<file path="src/rtl/core/cfb_pkg.sv">
// Shared types and constants for the CRC-32 frame builder.
// Holds the command item passed from front to back and the byte-wise CRC step.
// No dependencies.
package cfb_pkg;

	localparam logic [31:0] FRAME_MAGIC = 32'hA5A5A5A5;
	localparam logic [31:0] CRC_POLY    = 32'hEDB88320;
	localparam logic [31:0] CRC_ONES    = 32'hFFFFFFFF;

	// Configuration port geometry: byte addresses 4*i
	localparam int unsigned CFG_ADDR_W = 3;
	localparam logic        REG_MSG_TYPE = 1'b0;

	// One queued command: which sections to emit and the values they need
	typedef struct packed {
		logic        hdr;
		logic        dat;
		logic        trl;
		logic [7:0]  data;
		logic [31:0] len;
		logic [31:0] count;
		logic [7:0]  mtype;
	} cmd_t;

	// Advance a reflected CRC-32 by one byte
	function automatic logic [31:0] crc_byte(input logic [31:0] crc_in,
		input logic [7:0] byte_in);
		logic [31:0] c;
		c = crc_in ^ {24'd0, byte_in};
		for (int k = 0; k < 8; k++) begin
			c = c[0] ? ((c >> 1) ^ CRC_POLY) : (c >> 1);
		end
		return c;
	endfunction

endpackage

</file>
<file path="src/rtl/core/cfb_front.sv">
// Front end of the frame builder: accepts input items and classifies them.
// Tracks the open frame and the message counter, emits commands as cfb_pkg::cmd_t.
// Depends on cfb_pkg.
module cfb_front (
	input  logic              clk,
	input  logic              arst_n,
	input  logic              push,
	output logic              full,
	input  logic [7:0]        data_byte,
	input  logic [31:0]       payload_len,
	input  logic              frame_first,
	input  logic              frame_last,
	input  logic [7:0]        msg_type,
	input  logic              q_full,
	output logic              q_push,
	output cfb_pkg::cmd_t     q_cmd
);

	logic        in_frame_q;
	logic [31:0] msg_count_q;
	logic        accept;
	logic        len_zero;

	assign full     = q_full;
	assign accept   = push && !q_full;
	assign len_zero = (payload_len == 32'd0);

	// Classify the item into the sections it causes
	always_comb begin
		q_cmd.hdr   = frame_first;
		q_cmd.dat   = !(frame_first && len_zero);
		q_cmd.trl   = (frame_first && len_zero) || frame_last;
		q_cmd.data  = data_byte;
		q_cmd.len   = payload_len;
		q_cmd.count = msg_count_q + 32'd1;
		q_cmd.mtype = msg_type;
	end

	// Drop items that arrive outside a frame
	assign q_push = accept && (frame_first || in_frame_q);

	// Track frame state and message count
	always_ff @(posedge clk or negedge arst_n) begin
		if (!arst_n) begin
			in_frame_q  <= 1'b0;
			msg_count_q <= 32'd0;
		end else if (accept) begin
			if (frame_first) begin
				msg_count_q <= msg_count_q + 32'd1;
				in_frame_q  <= !(len_zero || frame_last);
			end else if (in_frame_q && frame_last) begin
				in_frame_q <= 1'b0;
			end
		end
	end

endmodule

</file>
<file path="src/rtl/core/cfb_queue.sv">
// Short command queue between front and back of the frame builder.
// Register-based FIFO of cfb_pkg::cmd_t entries, read at the head pointer.
// Depends on cfb_pkg.
module cfb_queue #(
	parameter int unsigned DEPTH = 4
) (
	input  logic          clk,
	input  logic          arst_n,
	input  logic          wr_en,
	input  cfb_pkg::cmd_t wr_cmd,
	output logic          full,
	input  logic          rd_en,
	output cfb_pkg::cmd_t rd_cmd,
	output logic          empty
);

	localparam int unsigned AW = (DEPTH > 1) ? $clog2(DEPTH) : 1;
	localparam int unsigned CW = $clog2(DEPTH + 1);
	localparam logic [AW-1:0] LAST_PTR = AW'(DEPTH - 1);
	localparam logic [CW-1:0] FULL_CNT = CW'(DEPTH);

	cfb_pkg::cmd_t   entry_q [DEPTH];
	logic [AW-1:0]   wr_ptr_q;
	logic [AW-1:0]   rd_ptr_q;
	logic [CW-1:0]   count_q;
	logic            do_wr;
	logic            do_rd;

	assign full   = (count_q == FULL_CNT);
	assign empty  = (count_q == '0);
	assign do_wr  = wr_en && !full;
	assign do_rd  = rd_en && !empty;
	assign rd_cmd = entry_q[rd_ptr_q];

	// Store incoming commands
	always_ff @(posedge clk) begin
		if (do_wr) begin
			entry_q[wr_ptr_q] <= wr_cmd;
		end
	end

	// Advance pointers and fill count
	always_ff @(posedge clk or negedge arst_n) begin
		if (!arst_n) begin
			wr_ptr_q <= '0;
			rd_ptr_q <= '0;
			count_q  <= '0;
		end else begin
			if (do_wr) begin
				wr_ptr_q <= (wr_ptr_q == LAST_PTR) ? '0 : wr_ptr_q + 1'b1;
			end
			if (do_rd) begin
				rd_ptr_q <= (rd_ptr_q == LAST_PTR) ? '0 : rd_ptr_q + 1'b1;
			end
			case ({do_wr, do_rd})
				2'b10:   count_q <= count_q + 1'b1;
				2'b01:   count_q <= count_q - 1'b1;
				default: count_q <= count_q;
			endcase
		end
	end

endmodule

</file>
<file path="src/rtl/core/cfb_back.sv">
// Back end of the frame builder: turns queued commands into output bytes.
// Sequences header, data and CRC trailer, keeps the running CRC, owns the output register.
// Depends on cfb_pkg.
module cfb_back (
	input  logic          clk,
	input  logic          arst_n,
	input  logic          q_empty,
	input  cfb_pkg::cmd_t q_head,
	output logic          q_pop,
	input  logic          pop,
	output logic          empty,
	output logic [7:0]    out_byte,
	output logic          frame_end
);

	localparam logic [1:0] PH_START = 2'd0;
	localparam logic [1:0] PH_HDR   = 2'd1;
	localparam logic [1:0] PH_DATA  = 2'd2;
	localparam logic [1:0] PH_TRL   = 2'd3;

	logic [1:0]  ph_q;
	logic [3:0]  cnt_q;
	logic [31:0] crc_q;
	logic        out_v_q;
	logic [7:0]  out_byte_q;
	logic        out_end_q;

	logic [1:0]  ph_eff;
	logic        out_rdy;
	logic        emit;
	logic [7:0]  byte_nxt;
	logic        end_nxt;
	logic [31:0] hdr_word;
	logic [31:0] trl_word;
	logic [31:0] crc_base;
	logic        cmd_done;

	assign out_rdy  = !out_v_q || pop;
	assign emit     = !q_empty && out_rdy;
	assign trl_word = ~crc_q;

	// Resolve the phase of a command that has not started yet
	always_comb begin
		ph_eff = ph_q;
		if (ph_q == PH_START) begin
			ph_eff = q_head.hdr ? PH_HDR : PH_DATA;
		end
	end

	// Pick the header word for the current header byte
	always_comb begin
		case (cnt_q[3:2])
			2'd0:    hdr_word = cfb_pkg::FRAME_MAGIC;
			2'd1:    hdr_word = q_head.count;
			2'd2:    hdr_word = {24'd0, q_head.mtype};
			2'd3:    hdr_word = q_head.len;
			default: hdr_word = 32'd0;
		endcase
	end

	// Select the next byte and the end flag
	always_comb begin
		end_nxt  = 1'b0;
		cmd_done = 1'b0;
		case (ph_eff)
			PH_HDR: begin
				byte_nxt = 8'(hdr_word >> {cnt_q[1:0], 3'b000});
			end
			PH_DATA: begin
				byte_nxt = q_head.data;
				cmd_done = !q_head.trl;
			end
			PH_TRL: begin
				byte_nxt = 8'(trl_word >> {cnt_q[1:0], 3'b000});
				end_nxt  = (cnt_q[1:0] == 2'd3);
				cmd_done = end_nxt;
			end
			default: begin
				byte_nxt = 8'd0;
			end
		endcase
	end

	assign q_pop    = emit && cmd_done;
	assign crc_base = (ph_eff == PH_HDR && cnt_q == 4'd0) ? cfb_pkg::CRC_ONES : crc_q;

	// Advance the sequencer and the running CRC
	always_ff @(posedge clk or negedge arst_n) begin
		if (!arst_n) begin
			ph_q  <= PH_START;
			cnt_q <= 4'd0;
			crc_q <= cfb_pkg::CRC_ONES;
		end else if (emit) begin
			case (ph_eff)
				PH_HDR: begin
					crc_q <= cfb_pkg::crc_byte(crc_base, byte_nxt);
					if (cnt_q == 4'd15) begin
						cnt_q <= 4'd0;
						ph_q  <= q_head.dat ? PH_DATA : PH_TRL;
					end else begin
						cnt_q <= cnt_q + 4'd1;
						ph_q  <= PH_HDR;
					end
				end
				PH_DATA: begin
					crc_q <= cfb_pkg::crc_byte(crc_base, byte_nxt);
					cnt_q <= 4'd0;
					ph_q  <= q_head.trl ? PH_TRL : PH_START;
				end
				PH_TRL: begin
					if (end_nxt) begin
						cnt_q <= 4'd0;
						ph_q  <= PH_START;
						crc_q <= cfb_pkg::CRC_ONES;
					end else begin
						cnt_q <= cnt_q + 4'd1;
						ph_q  <= PH_TRL;
					end
				end
				default: begin
					ph_q <= PH_START;
				end
			endcase
		end
	end

	// Hold the output item until it is taken
	always_ff @(posedge clk or negedge arst_n) begin
		if (!arst_n) begin
			out_v_q <= 1'b0;
		end else if (out_rdy) begin
			out_v_q <= emit;
		end
	end

	always_ff @(posedge clk) begin
		if (emit) begin
			out_byte_q <= byte_nxt;
			out_end_q  <= end_nxt;
		end
	end

	assign empty     = !out_v_q;
	assign out_byte  = out_byte_q;
	assign frame_end = out_end_q;

endmodule

</file>
<file path="src/rtl/core/crc32_frame_builder.sv">
// Top level of the CRC-32 frame builder.
// Ties the configuration port, front end, command queue and back end together.
// Depends on cfb_pkg, cfb_front, cfb_queue and cfb_back.
//
// Usage:
//   Input channel: drive data_byte, payload_len, frame_first and frame_last with push;
//   an item is taken on an edge with push high and full low. A first item opens a frame,
//   later items carry payload bytes, frame_last closes it.
//   Result channel: while empty is low, out_byte and frame_end show the oldest byte of
//   the framed stream; pop takes it. frame_end marks the last CRC byte of a frame.
//   msg_type must be written over the APB-style port at byte address 0 only while the block is idle (user-enforced).
// Timing:
//   The first byte caused by an item passes through the command queue and the output register to the result ports.
//   Payload-only items flow at one item per cycle while pop keeps the output register free.
//   A first item makes the back end emit 16 header bytes, plus one data byte unless payload_len is zero,
//   and a last item adds 4 trailer bytes; the back end emits one byte per cycle while its output is taken,
//   so that byte sequencer sets the rate. The command queue absorbs up to QUEUE_DEPTH items while the back end
//   is busy, then full rises until a command is retired. When pop is held low the output register holds its byte,
//   the back end stops and the queue fills.
// Reset: clears the queue, output register, frame state and counter; msg_type returns to 1.
module crc32_frame_builder #(
	parameter int unsigned QUEUE_DEPTH = 4
) (
	input  logic                           clk,
	input  logic                           arst_n,
	input  logic                           psel,
	input  logic                           penable,
	input  logic                           pwrite,
	input  logic [cfb_pkg::CFG_ADDR_W-1:0] paddr,
	input  logic [31:0]                    pwdata,
	output logic [31:0]                    prdata,
	output logic                           pready,
	input  logic                           push,
	output logic                           full,
	input  logic [7:0]                     data_byte,
	input  logic [31:0]                    payload_len,
	input  logic                           frame_first,
	input  logic                           frame_last,
	output logic                           empty,
	input  logic                           pop,
	output logic [7:0]                     out_byte,
	output logic                           frame_end
);

	logic          [7:0] msg_type_q;
	logic                cfg_sel;
	logic                q_push;
	logic                q_full;
	logic                q_pop;
	logic                q_empty;
	cfb_pkg::cmd_t       q_in;
	cfb_pkg::cmd_t       q_head;

	// Configuration register
	assign pready  = 1'b1;
	assign cfg_sel = (paddr[2] == cfb_pkg::REG_MSG_TYPE);
	assign prdata  = cfg_sel ? {24'd0, msg_type_q} : 32'd0;

	always_ff @(posedge clk or negedge arst_n) begin
		if (!arst_n) begin
			msg_type_q <= 8'd1;
		end else if (psel && penable && pwrite && pready && cfg_sel) begin
			msg_type_q <= pwdata[7:0];
		end
	end

	cfb_front u_front (
		.clk         (clk),
		.arst_n      (arst_n),
		.push        (push),
		.full        (full),
		.data_byte   (data_byte),
		.payload_len (payload_len),
		.frame_first (frame_first),
		.frame_last  (frame_last),
		.msg_type    (msg_type_q),
		.q_full      (q_full),
		.q_push      (q_push),
		.q_cmd       (q_in)
	);

	cfb_queue #(
		.DEPTH (QUEUE_DEPTH)
	) u_queue (
		.clk    (clk),
		.arst_n (arst_n),
		.wr_en  (q_push),
		.wr_cmd (q_in),
		.full   (q_full),
		.rd_en  (q_pop),
		.rd_cmd (q_head),
		.empty  (q_empty)
	);

	cfb_back u_back (
		.clk       (clk),
		.arst_n    (arst_n),
		.q_empty   (q_empty),
		.q_head    (q_head),
		.q_pop     (q_pop),
		.pop       (pop),
		.empty     (empty),
		.out_byte  (out_byte),
		.frame_end (frame_end)
	);

	// The front never writes a full queue
	a_no_push_full: assert property (@(posedge clk) disable iff (!arst_n)
		q_push |-> !q_full)
		else $error("command written into full queue");

	// The back end only retires a command that is present
	a_no_pop_empty: assert property (@(posedge clk) disable iff (!arst_n)
		q_pop |-> !q_empty)
		else $error("command retired from empty queue");

	// Retiring a command with a trailer loads its end byte and frame_end into the output register
	a_end_retires: assert property (@(posedge clk) disable iff (!arst_n)
		(q_pop && q_head.trl) |=> (!empty && frame_end))
		else $error("frame end not shown after trailer command retired");

endmodule
</file>
<file path="config.mk">
export PLATFORM = sky130hd
export DESIGN_NAME = crc32_frame_builder
export DESIGN_NICKNAME = d
export VERILOG_FILES = /design/src/rtl/core/cfb_pkg.sv /design/src/rtl/core/cfb_front.sv /design/src/rtl/core/cfb_queue.sv /design/src/rtl/core/cfb_back.sv /design/src/rtl/core/crc32_frame_builder.sv
export SDC_FILE = /design/constraint.sdc
export NUM_CORES = 1
export LEC_CHECK = 0
export BUFFER_PORTS_ARGS = -buffer_cell sky130_fd_sc_hd__clkbuf_2
export CAP_MARGIN = 40
export CORE_MARGIN = 3
export CORE_UTILIZATION = 53
export CTS_BUF_LIST = sky130_fd_sc_hd__clkbuf_8
export DETAILED_ROUTE_END_ITERATION = 6
export PLACE_DENSITY_LB_ADDON = 0.12
export SLEW_MARGIN = 30
export SYNTH_ARGS = -nofsm -noshare
export SYNTH_HDL_FRONTEND = slang
export SYNTH_SLANG_ARGS = --single-unit
</file>
<file path="constraint.sdc">
create_clock -name clk -period 9.6 [get_ports clk]
set_input_delay 1.92 -clock clk [delete_from_list [all_inputs] [get_ports clk]]
set_output_delay 1.92 -clock clk [all_outputs]
set_load 0.01 [all_outputs]
</file>
Yosys cells after proc, flatten, opt, wreduce, memory -nomap -nowiden
Memories as Yosys holds them, arrays and structs flattened. Cells that the tools add are included.

Register bits: 96. Bits in writable memories: 332. Input bits: 84. Memories: 1.

Memories: u_queue.entry_q (depth 4, width 83, read ports 1, clocked after Yosys merged registers in 0, wr ports 1, line cfb_queue.sv:22) `cfb_pkg::cmd_t entry_q [DEPTH];`.

Add/sub/neg operators: 6. Eq/ne operators: 14. Shift operators: 2. Multiplexer cells: 33. Bitwise gates (word level): 11. Reduce and logical (&&, ||, !) cells: 36.

Operator list (number): $mux 32 (10); $pmux 32 s4 (1); $not 13->14 (8); $pmux 32 s2 (1); $shr 32x5->8 (2); $add 32x1->32 const B (1); $logic_not 32->1 (1); $not 32->32 (1); $xor 32x8->32 (1); $pmux 8 s3 (1); $eq 2x2->1 const B (8); $mux 2 (7); $logic_and 1x1->1 (12); $pmux 4 s3 (1); $mux 4 (2); $mux 8 (1); $eq 2x1->1 const B (3); $logic_not 1->1 (6); $mux 1 (6); $pmux 2 s3 (1); $pmux 3 s2 (1); $reduce_and 2->1 (3); $reduce_bool 2->1 (3); $add 2x1->2 const B (2); 15 further kinds (19).

Depth between registers and ports, before layout
An unclocked memory read counts as a cell.

Depth in word-level cells: 24. Mapped depth: 15. Depth with buffers taken out: 12.

Modules after synthesis
Synthesis repeated with hierarchy kept, for this count alone.

Cell total of the unflattened synthesis: 1213. Area total of the unflattened synthesis: 19643.8 µm².

Modules (own cells, without submodules): cfb_queue (times used 1, cells each 474, area an instance 12469.5 µm², sequential area each 10144.7 µm²); cfb_back (times used 1, cells each 405, area an instance 4045.1 µm², sequential area each 1286.2 µm²); cfb_front (times used 1, cells each 282, area an instance 2548.7 µm², sequential area each 825.8 µm²); crc32_frame_builder (times used 1, cells each 52, area an instance 580.6 µm², sequential area each 201.4 µm²).

Worst setup path before layout
No wires, ideal clock.

Kind: input-to-reg. Start point: input push. End point: memory u_queue.entry_q[0][0] (netlist name), enable pin. Setup time: 0.451 ns. Arrival: 4.336 ns. Slack: 4.813 ns. Stages on the path: 3. Cell sequence: nor2b_1 > o21a_1 > and2_1.

Cells in the longest elaborated chain, start to end: 5.

Ends and longest elaborated chain: start: declaration (line crc32_frame_builder.sv:33) `input logic push,`; $logic_and 1x1->1 (line cfb_front.sv:25) `assign accept = push && !q_full;`; $logic_and 1x1->1 (line cfb_front.sv:40) `assign q_push = accept && (frame_first || in_frame_q);`; $logic_and 1x1->1 (line cfb_queue.sv:31) `assign do_wr = wr_en && !full;`; $mux 1 (line cfb_queue.sv:37) `if (do_wr) begin`; $mux 1 (implied by the code) (line cfb_queue.sv:38) `entry_q[wr_ptr_q] <= wr_cmd;`; end: declaration (line cfb_queue.sv:22).

No other way between the ends.

Worst setup path in the final report
Start point: register u_queue.rd_ptr_q[1]. End point: register u_back.crc_q[20].

Cells in the longest elaborated chain, start to end: 22. Elaborated cells between the ends (all ways): 32. Those cells by class: eq/ne (4); shift (1); mux (15); bitwise (7); reduce/logical (4); memory (1).

Ends and longest elaborated chain: start: declaration (line cfb_queue.sv:24) `logic [AW-1:0] rd_ptr_q;`; start signal: assignment (line cfb_queue.sv:53) `rd_ptr_q <= (rd_ptr_q == LAST_PTR) ? '0 : rd_ptr_q + 1'b1;`; $mem_v2 4x83 *; branches (longest 21 deep; another with $pmux 32 s4); end signal: assignment (line cfb_back.sv:92) `crc_q <= cfb_pkg::CRC_ONES;`; end signal: assignment (line cfb_back.sv:96) `crc_q <= cfb_pkg::crc_byte(crc_base, byte_nxt);`; end signal: assignment (line cfb_back.sv:106) `crc_q <= cfb_pkg::crc_byte(crc_base, byte_nxt);`; end: declaration (line cfb_back.sv:23) `logic [31:0] crc_q;`.

Every way passes the cells marked *. A chain may end at the register's enable or synchronous reset.

==> results.cfg <==
[pwr]
vdd_drop_max_v = 0.0005676
power.leakage_nw = 7.745
power_density_nw_per_um2 = 396.9

[floorplanning]
die_span_in_x_um = 195.2
i_o_pin_total = 128
fp.coreArea_um2 = 34880
placementRows = 68
design.die.area_um2 = 38100
die_y_um = 195.2
start_util_pct = 54.39

[synthesis]
synth_ff_type = sky130_fd_sc_hd__edfxtp_1
synth.avg_cell_area_um2 = 15.14
netlist-cell-type-count = 73
ys.warnings.count = 0
post_synthesis_sequential_element_count = 428
synth_edf_count = 341
ys_async_sr_fraction_pct = 20.33
synthCells = 1253
synth_seq_area_share_pct = 65.67
netlist_area_um2 = 18970

[clock_network]
cts.clk_slew.worst_paths_ps = 60
htreeDepth = 3
post-cts-setup-buffers = 0
clock_sinks = 428
cts_tree = built
post_cts_sizing = 0
clock_tree.buffer_depth = 3
cts_made_buffers = 72
ctsHoldBuffers = 0
worst_skew_pair.late_latency_ps = 620
cts_root_buf = sky130_fd_sc_hd__clkbuf_8

[critical_path]
critical_path_type = flop to flop
crit_fanout = 44
worstPathCellList = buf_4 -> mux2_1 -> o31a_1 -> nand2_1 -> o31ai_1 -> xnor2_2 -> xnor2_4 -> xor3_2 -> xnor3_1 -> a21oi_1
critPathMaxStageDelay_ps = 850
crit_buf_inv = 1
critical_path_arrival_ps = 5620
startpoint_type = flop
critPathSlowestCell = sky130_fd_sc_hd__o31ai_1
path_delay_family = XOR/XNOR gates
worstSetupEndpointType = flop
cp_data_required_time_ps = 10120

[global_route]
antenna_found_initial = 0
global_route.overflow_total = 0
grtUsageTotal_pct = 23.01
first_global_vias = 11020
grt_start_max_net_pins = 49
grt_pass1_wl_um = 66450

[drt]
drtPass1Iterations = 5
drt_drc_violations_left = 0
detailedRoute.firstIterationViolations = 807
routed_len_inst_um = 23.22
detail-route-antenna-nets = 0
route.detailed.vias_per_inst = 5.711
route.vias.total = 10730
wirelength_um = 43610

[timing]
post_route_fraction_of_the_period_consumed_by_the_critical_path_pct = 53.13
shortest_clock_period_the_worst_path_allows_after_layout_ps = 5100
achievable-frequency_mhz = 196.1
final.setup.tns_ps = 0
tightest_slew_ps = 770.3
drv_slew = 0
finalHoldViolCount = 0
max_slew_headroom_pct = 48.21
unrepaired_setup_endpoints_after_global_routing = false
timing.final.setup_violations = 0
post_route_skew_ps = 32.71

[layout]
layout_commonest_cell = sky130_fd_sc_hd__edfxtp_1
layout.cells.non_filler = 1878
syn_to_final_growth_pct = 11.05
drive_gt1_share_pct = 22.07
most_used_cells_in_the_layout_excluding_fill_and_tap_cells = sky130_fd_sc_hd__edfxtp_1 (341), sky130_fd_sc_hd__nor2_1 (96), sky130_fd_sc_hd__mux2i_1 (81)
antennaDiodeCount = 0
nNetsFinal = 1460
fin_util_pct = 60.39
fillerInstances = 2729

[job]
maxCapViolCount = 0

[place]
globalplace.congestion = 0.8528
dpl.cell_count = 1745
count_of_buffers_inserted_at_the_top_level_ports = 76
dp_hpwl_um = 28190

[hold_path]
worstHoldPathType = flop to flop

[run_status]
result_of_the_run = finished, final reports clean
[power breakdown]
part	switching [mW]	internal (mW)
Combinational	2.17	1.98
Clock	0.725	0.791
Sequential	0.212	2.48
Total	3.11	5.25
[metrics by stage]
stage	power, mW	area (µm²)	setup slack (ps)	hold slack (ps)
3_3_place_gp	6.823	19650	4633	467.3
6_report	8.361	21070	4500	491.4
2_1_floorplan	5.989	19060	4813	448.2
4_1_cts	8.415	21030	4518	494.0
5_1_grt	8.850	21070	4222	515.2
3_5_place_dp	6.866	19680	4566	478.5
[synthesized netlist by cell type (3+ instances only)]
| library cell | count | area share, % |
|---|---|---|
| sky130_fd_sc_hd__nand2_1 | 72 | 1.4 |
| sky130_fd_sc_hd__xnor3_1 | 3 | 0.36 |
| sky130_fd_sc_hd__xnor2_1 | 77 | 3.6 |
| sky130_fd_sc_hd__dfrtp_1 | 54 | 7.1 |
| sky130_fd_sc_hd__a22oi_1 | 18 | 0.71 |
| sky130_fd_sc_hd__xor2_1 | 37 | 1.7 |
| sky130_fd_sc_hd__o21a_1 | 4 | 0.16 |
| sky130_fd_sc_hd__nand3_1 | 20 | 0.53 |
| sky130_fd_sc_hd__mux4_2 | 49 | 5.8 |
| sky130_fd_sc_hd__xnor2_2 | 7 | 0.60 |
| sky130_fd_sc_hd__a21o_1 | 5 | 0.20 |
| sky130_fd_sc_hd__edfxtp_1 | 341 | 54 |
| sky130_fd_sc_hd__nand4_1 | 9 | 0.30 |
| sky130_fd_sc_hd__nor2b_1 | 16 | 0.53 |
| sky130_fd_sc_hd__a21oi_1 | 47 | 1.2 |
| sky130_fd_sc_hd__buf_6 | 10 | 0.59 |
| sky130_fd_sc_hd__nand3b_1 | 3 | 0.12 |
| sky130_fd_sc_hd__mux2i_1 | 81 | 4.3 |
| sky130_fd_sc_hd__a221oi_1 | 6 | 0.28 |
| sky130_fd_sc_hd__and3_1 | 18 | 0.59 |
| sky130_fd_sc_hd__a211oi_1 | 3 | 0.12 |
| sky130_fd_sc_hd__buf_4 | 30 | 1.2 |
| sky130_fd_sc_hd__buf_2 | 11 | 0.29 |
| sky130_fd_sc_hd__o211ai_1 | 3 | 0.12 |
| sky130_fd_sc_hd__dfstp_2 | 33 | 4.6 |
| sky130_fd_sc_hd__inv_1 | 16 | 0.32 |
| sky130_fd_sc_hd__nor3_1 | 13 | 0.34 |
| sky130_fd_sc_hd__ha_1 | 9 | 0.59 |
| sky130_fd_sc_hd__o21ai_1 | 6 | 0.16 |
| sky130_fd_sc_hd__a31oi_1 | 17 | 0.56 |
| sky130_fd_sc_hd__mux2_2 | 11 | 0.65 |
| sky130_fd_sc_hd__clkbuf_1 | 27 | 0.53 |
| sky130_fd_sc_hd__o31ai_1 | 4 | 0.16 |
| sky130_fd_sc_hd__nor4_1 | 10 | 0.33 |
| sky130_fd_sc_hd__nor2_1 | 98 | 1.9 |
| sky130_fd_sc_hd__and2_1 | 14 | 0.46 |
| sky130_fd_sc_hd__nand2b_1 | 4 | 0.13 |
| sky130_fd_sc_hd__o21ai_0 | 19 | 0.50 |
| sky130_fd_sc_hd__buf_1 | 3 | 0.059 |
[metal layers]
layer / vias to the layer above / track usage (%) / share of wire (%) / wire length [µm]
li1: 4889 / - / - / -
met1: 5452 / 32.61 / 44 / 19230
met2: 316 / 36.18 / 48 / 20870
met3: 69 / 4.762 / 5.5 / 2390
met4: 0 / 7.526 / 2.6 / 1117
met5: - / 0 / 0 / 0
[layout make-up]
class	instances	area, µm²	area share [%]
clock buffer	76	1046	4.965
clock inverter	55	301.5	1.431
inverter	19	71.32	0.3385
multi-input combinational	747	6028	28.61
sequential	428	12470	59.17
tap	455	569.3	2.702
timing repair buffer	98	585.6	2.779
[sequential cells by signal, indices dropped and copies added, names as in the netlist, 2 cells and up]
signal	flops
msg_type_q	8
u_back.cnt_q	4
u_back.crc_q	32
u_back.out_byte	8
u_back.ph_q	2
u_front.msg_count_q	32
u_queue.count_q	3
u_queue.entry_q	332
u_queue.rd_ptr_q	2
u_queue.wr_ptr_q	2
[worst reg2reg max path, stage by stage (launching register included)]
cell,delay (ps)
sky130_fd_sc_hd__dfrtp_4,730
sky130_fd_sc_hd__buf_4,670
sky130_fd_sc_hd__mux2_1,280
sky130_fd_sc_hd__o31a_1,190
sky130_fd_sc_hd__nand2_1,460
sky130_fd_sc_hd__o31ai_1,850
sky130_fd_sc_hd__xnor2_2,310
sky130_fd_sc_hd__xnor2_4,440
sky130_fd_sc_hd__xor3_2,560
sky130_fd_sc_hd__xnor3_1,380
sky130_fd_sc_hd__a21oi_1,170
[cell families after synthesis]
kind of cell	Yosys count	share of synthesized area, %
flops	428	65.67
simple gates	284	6.991
compound gates	154	5.487
mux	142	10.80
xor+xnor	132	7.195
buf+inv	101	3.119
fa+ha+maj	10	0.6991
other cells	2	0.03958
[worst paths after layout]
check,start,end,slack (ps),cells after the start
min reg2reg,u_front.msg_count_q[31],u_front.msg_count_q[31],490,1
max,u_queue.rd_ptr_q[1],u_back.crc_q[20],4500,10
max in group asynchronous,arst_n,u_queue.rd_ptr_q[1],7170,2
min in group asynchronous,arst_n,msg_type_q[3],1290,1
max reg2reg,u_queue.rd_ptr_q[1],u_back.crc_q[20],4500,10
min,u_front.msg_count_q[31],u_front.msg_count_q[31],490,1
Power figures use the tool's default switching activity.
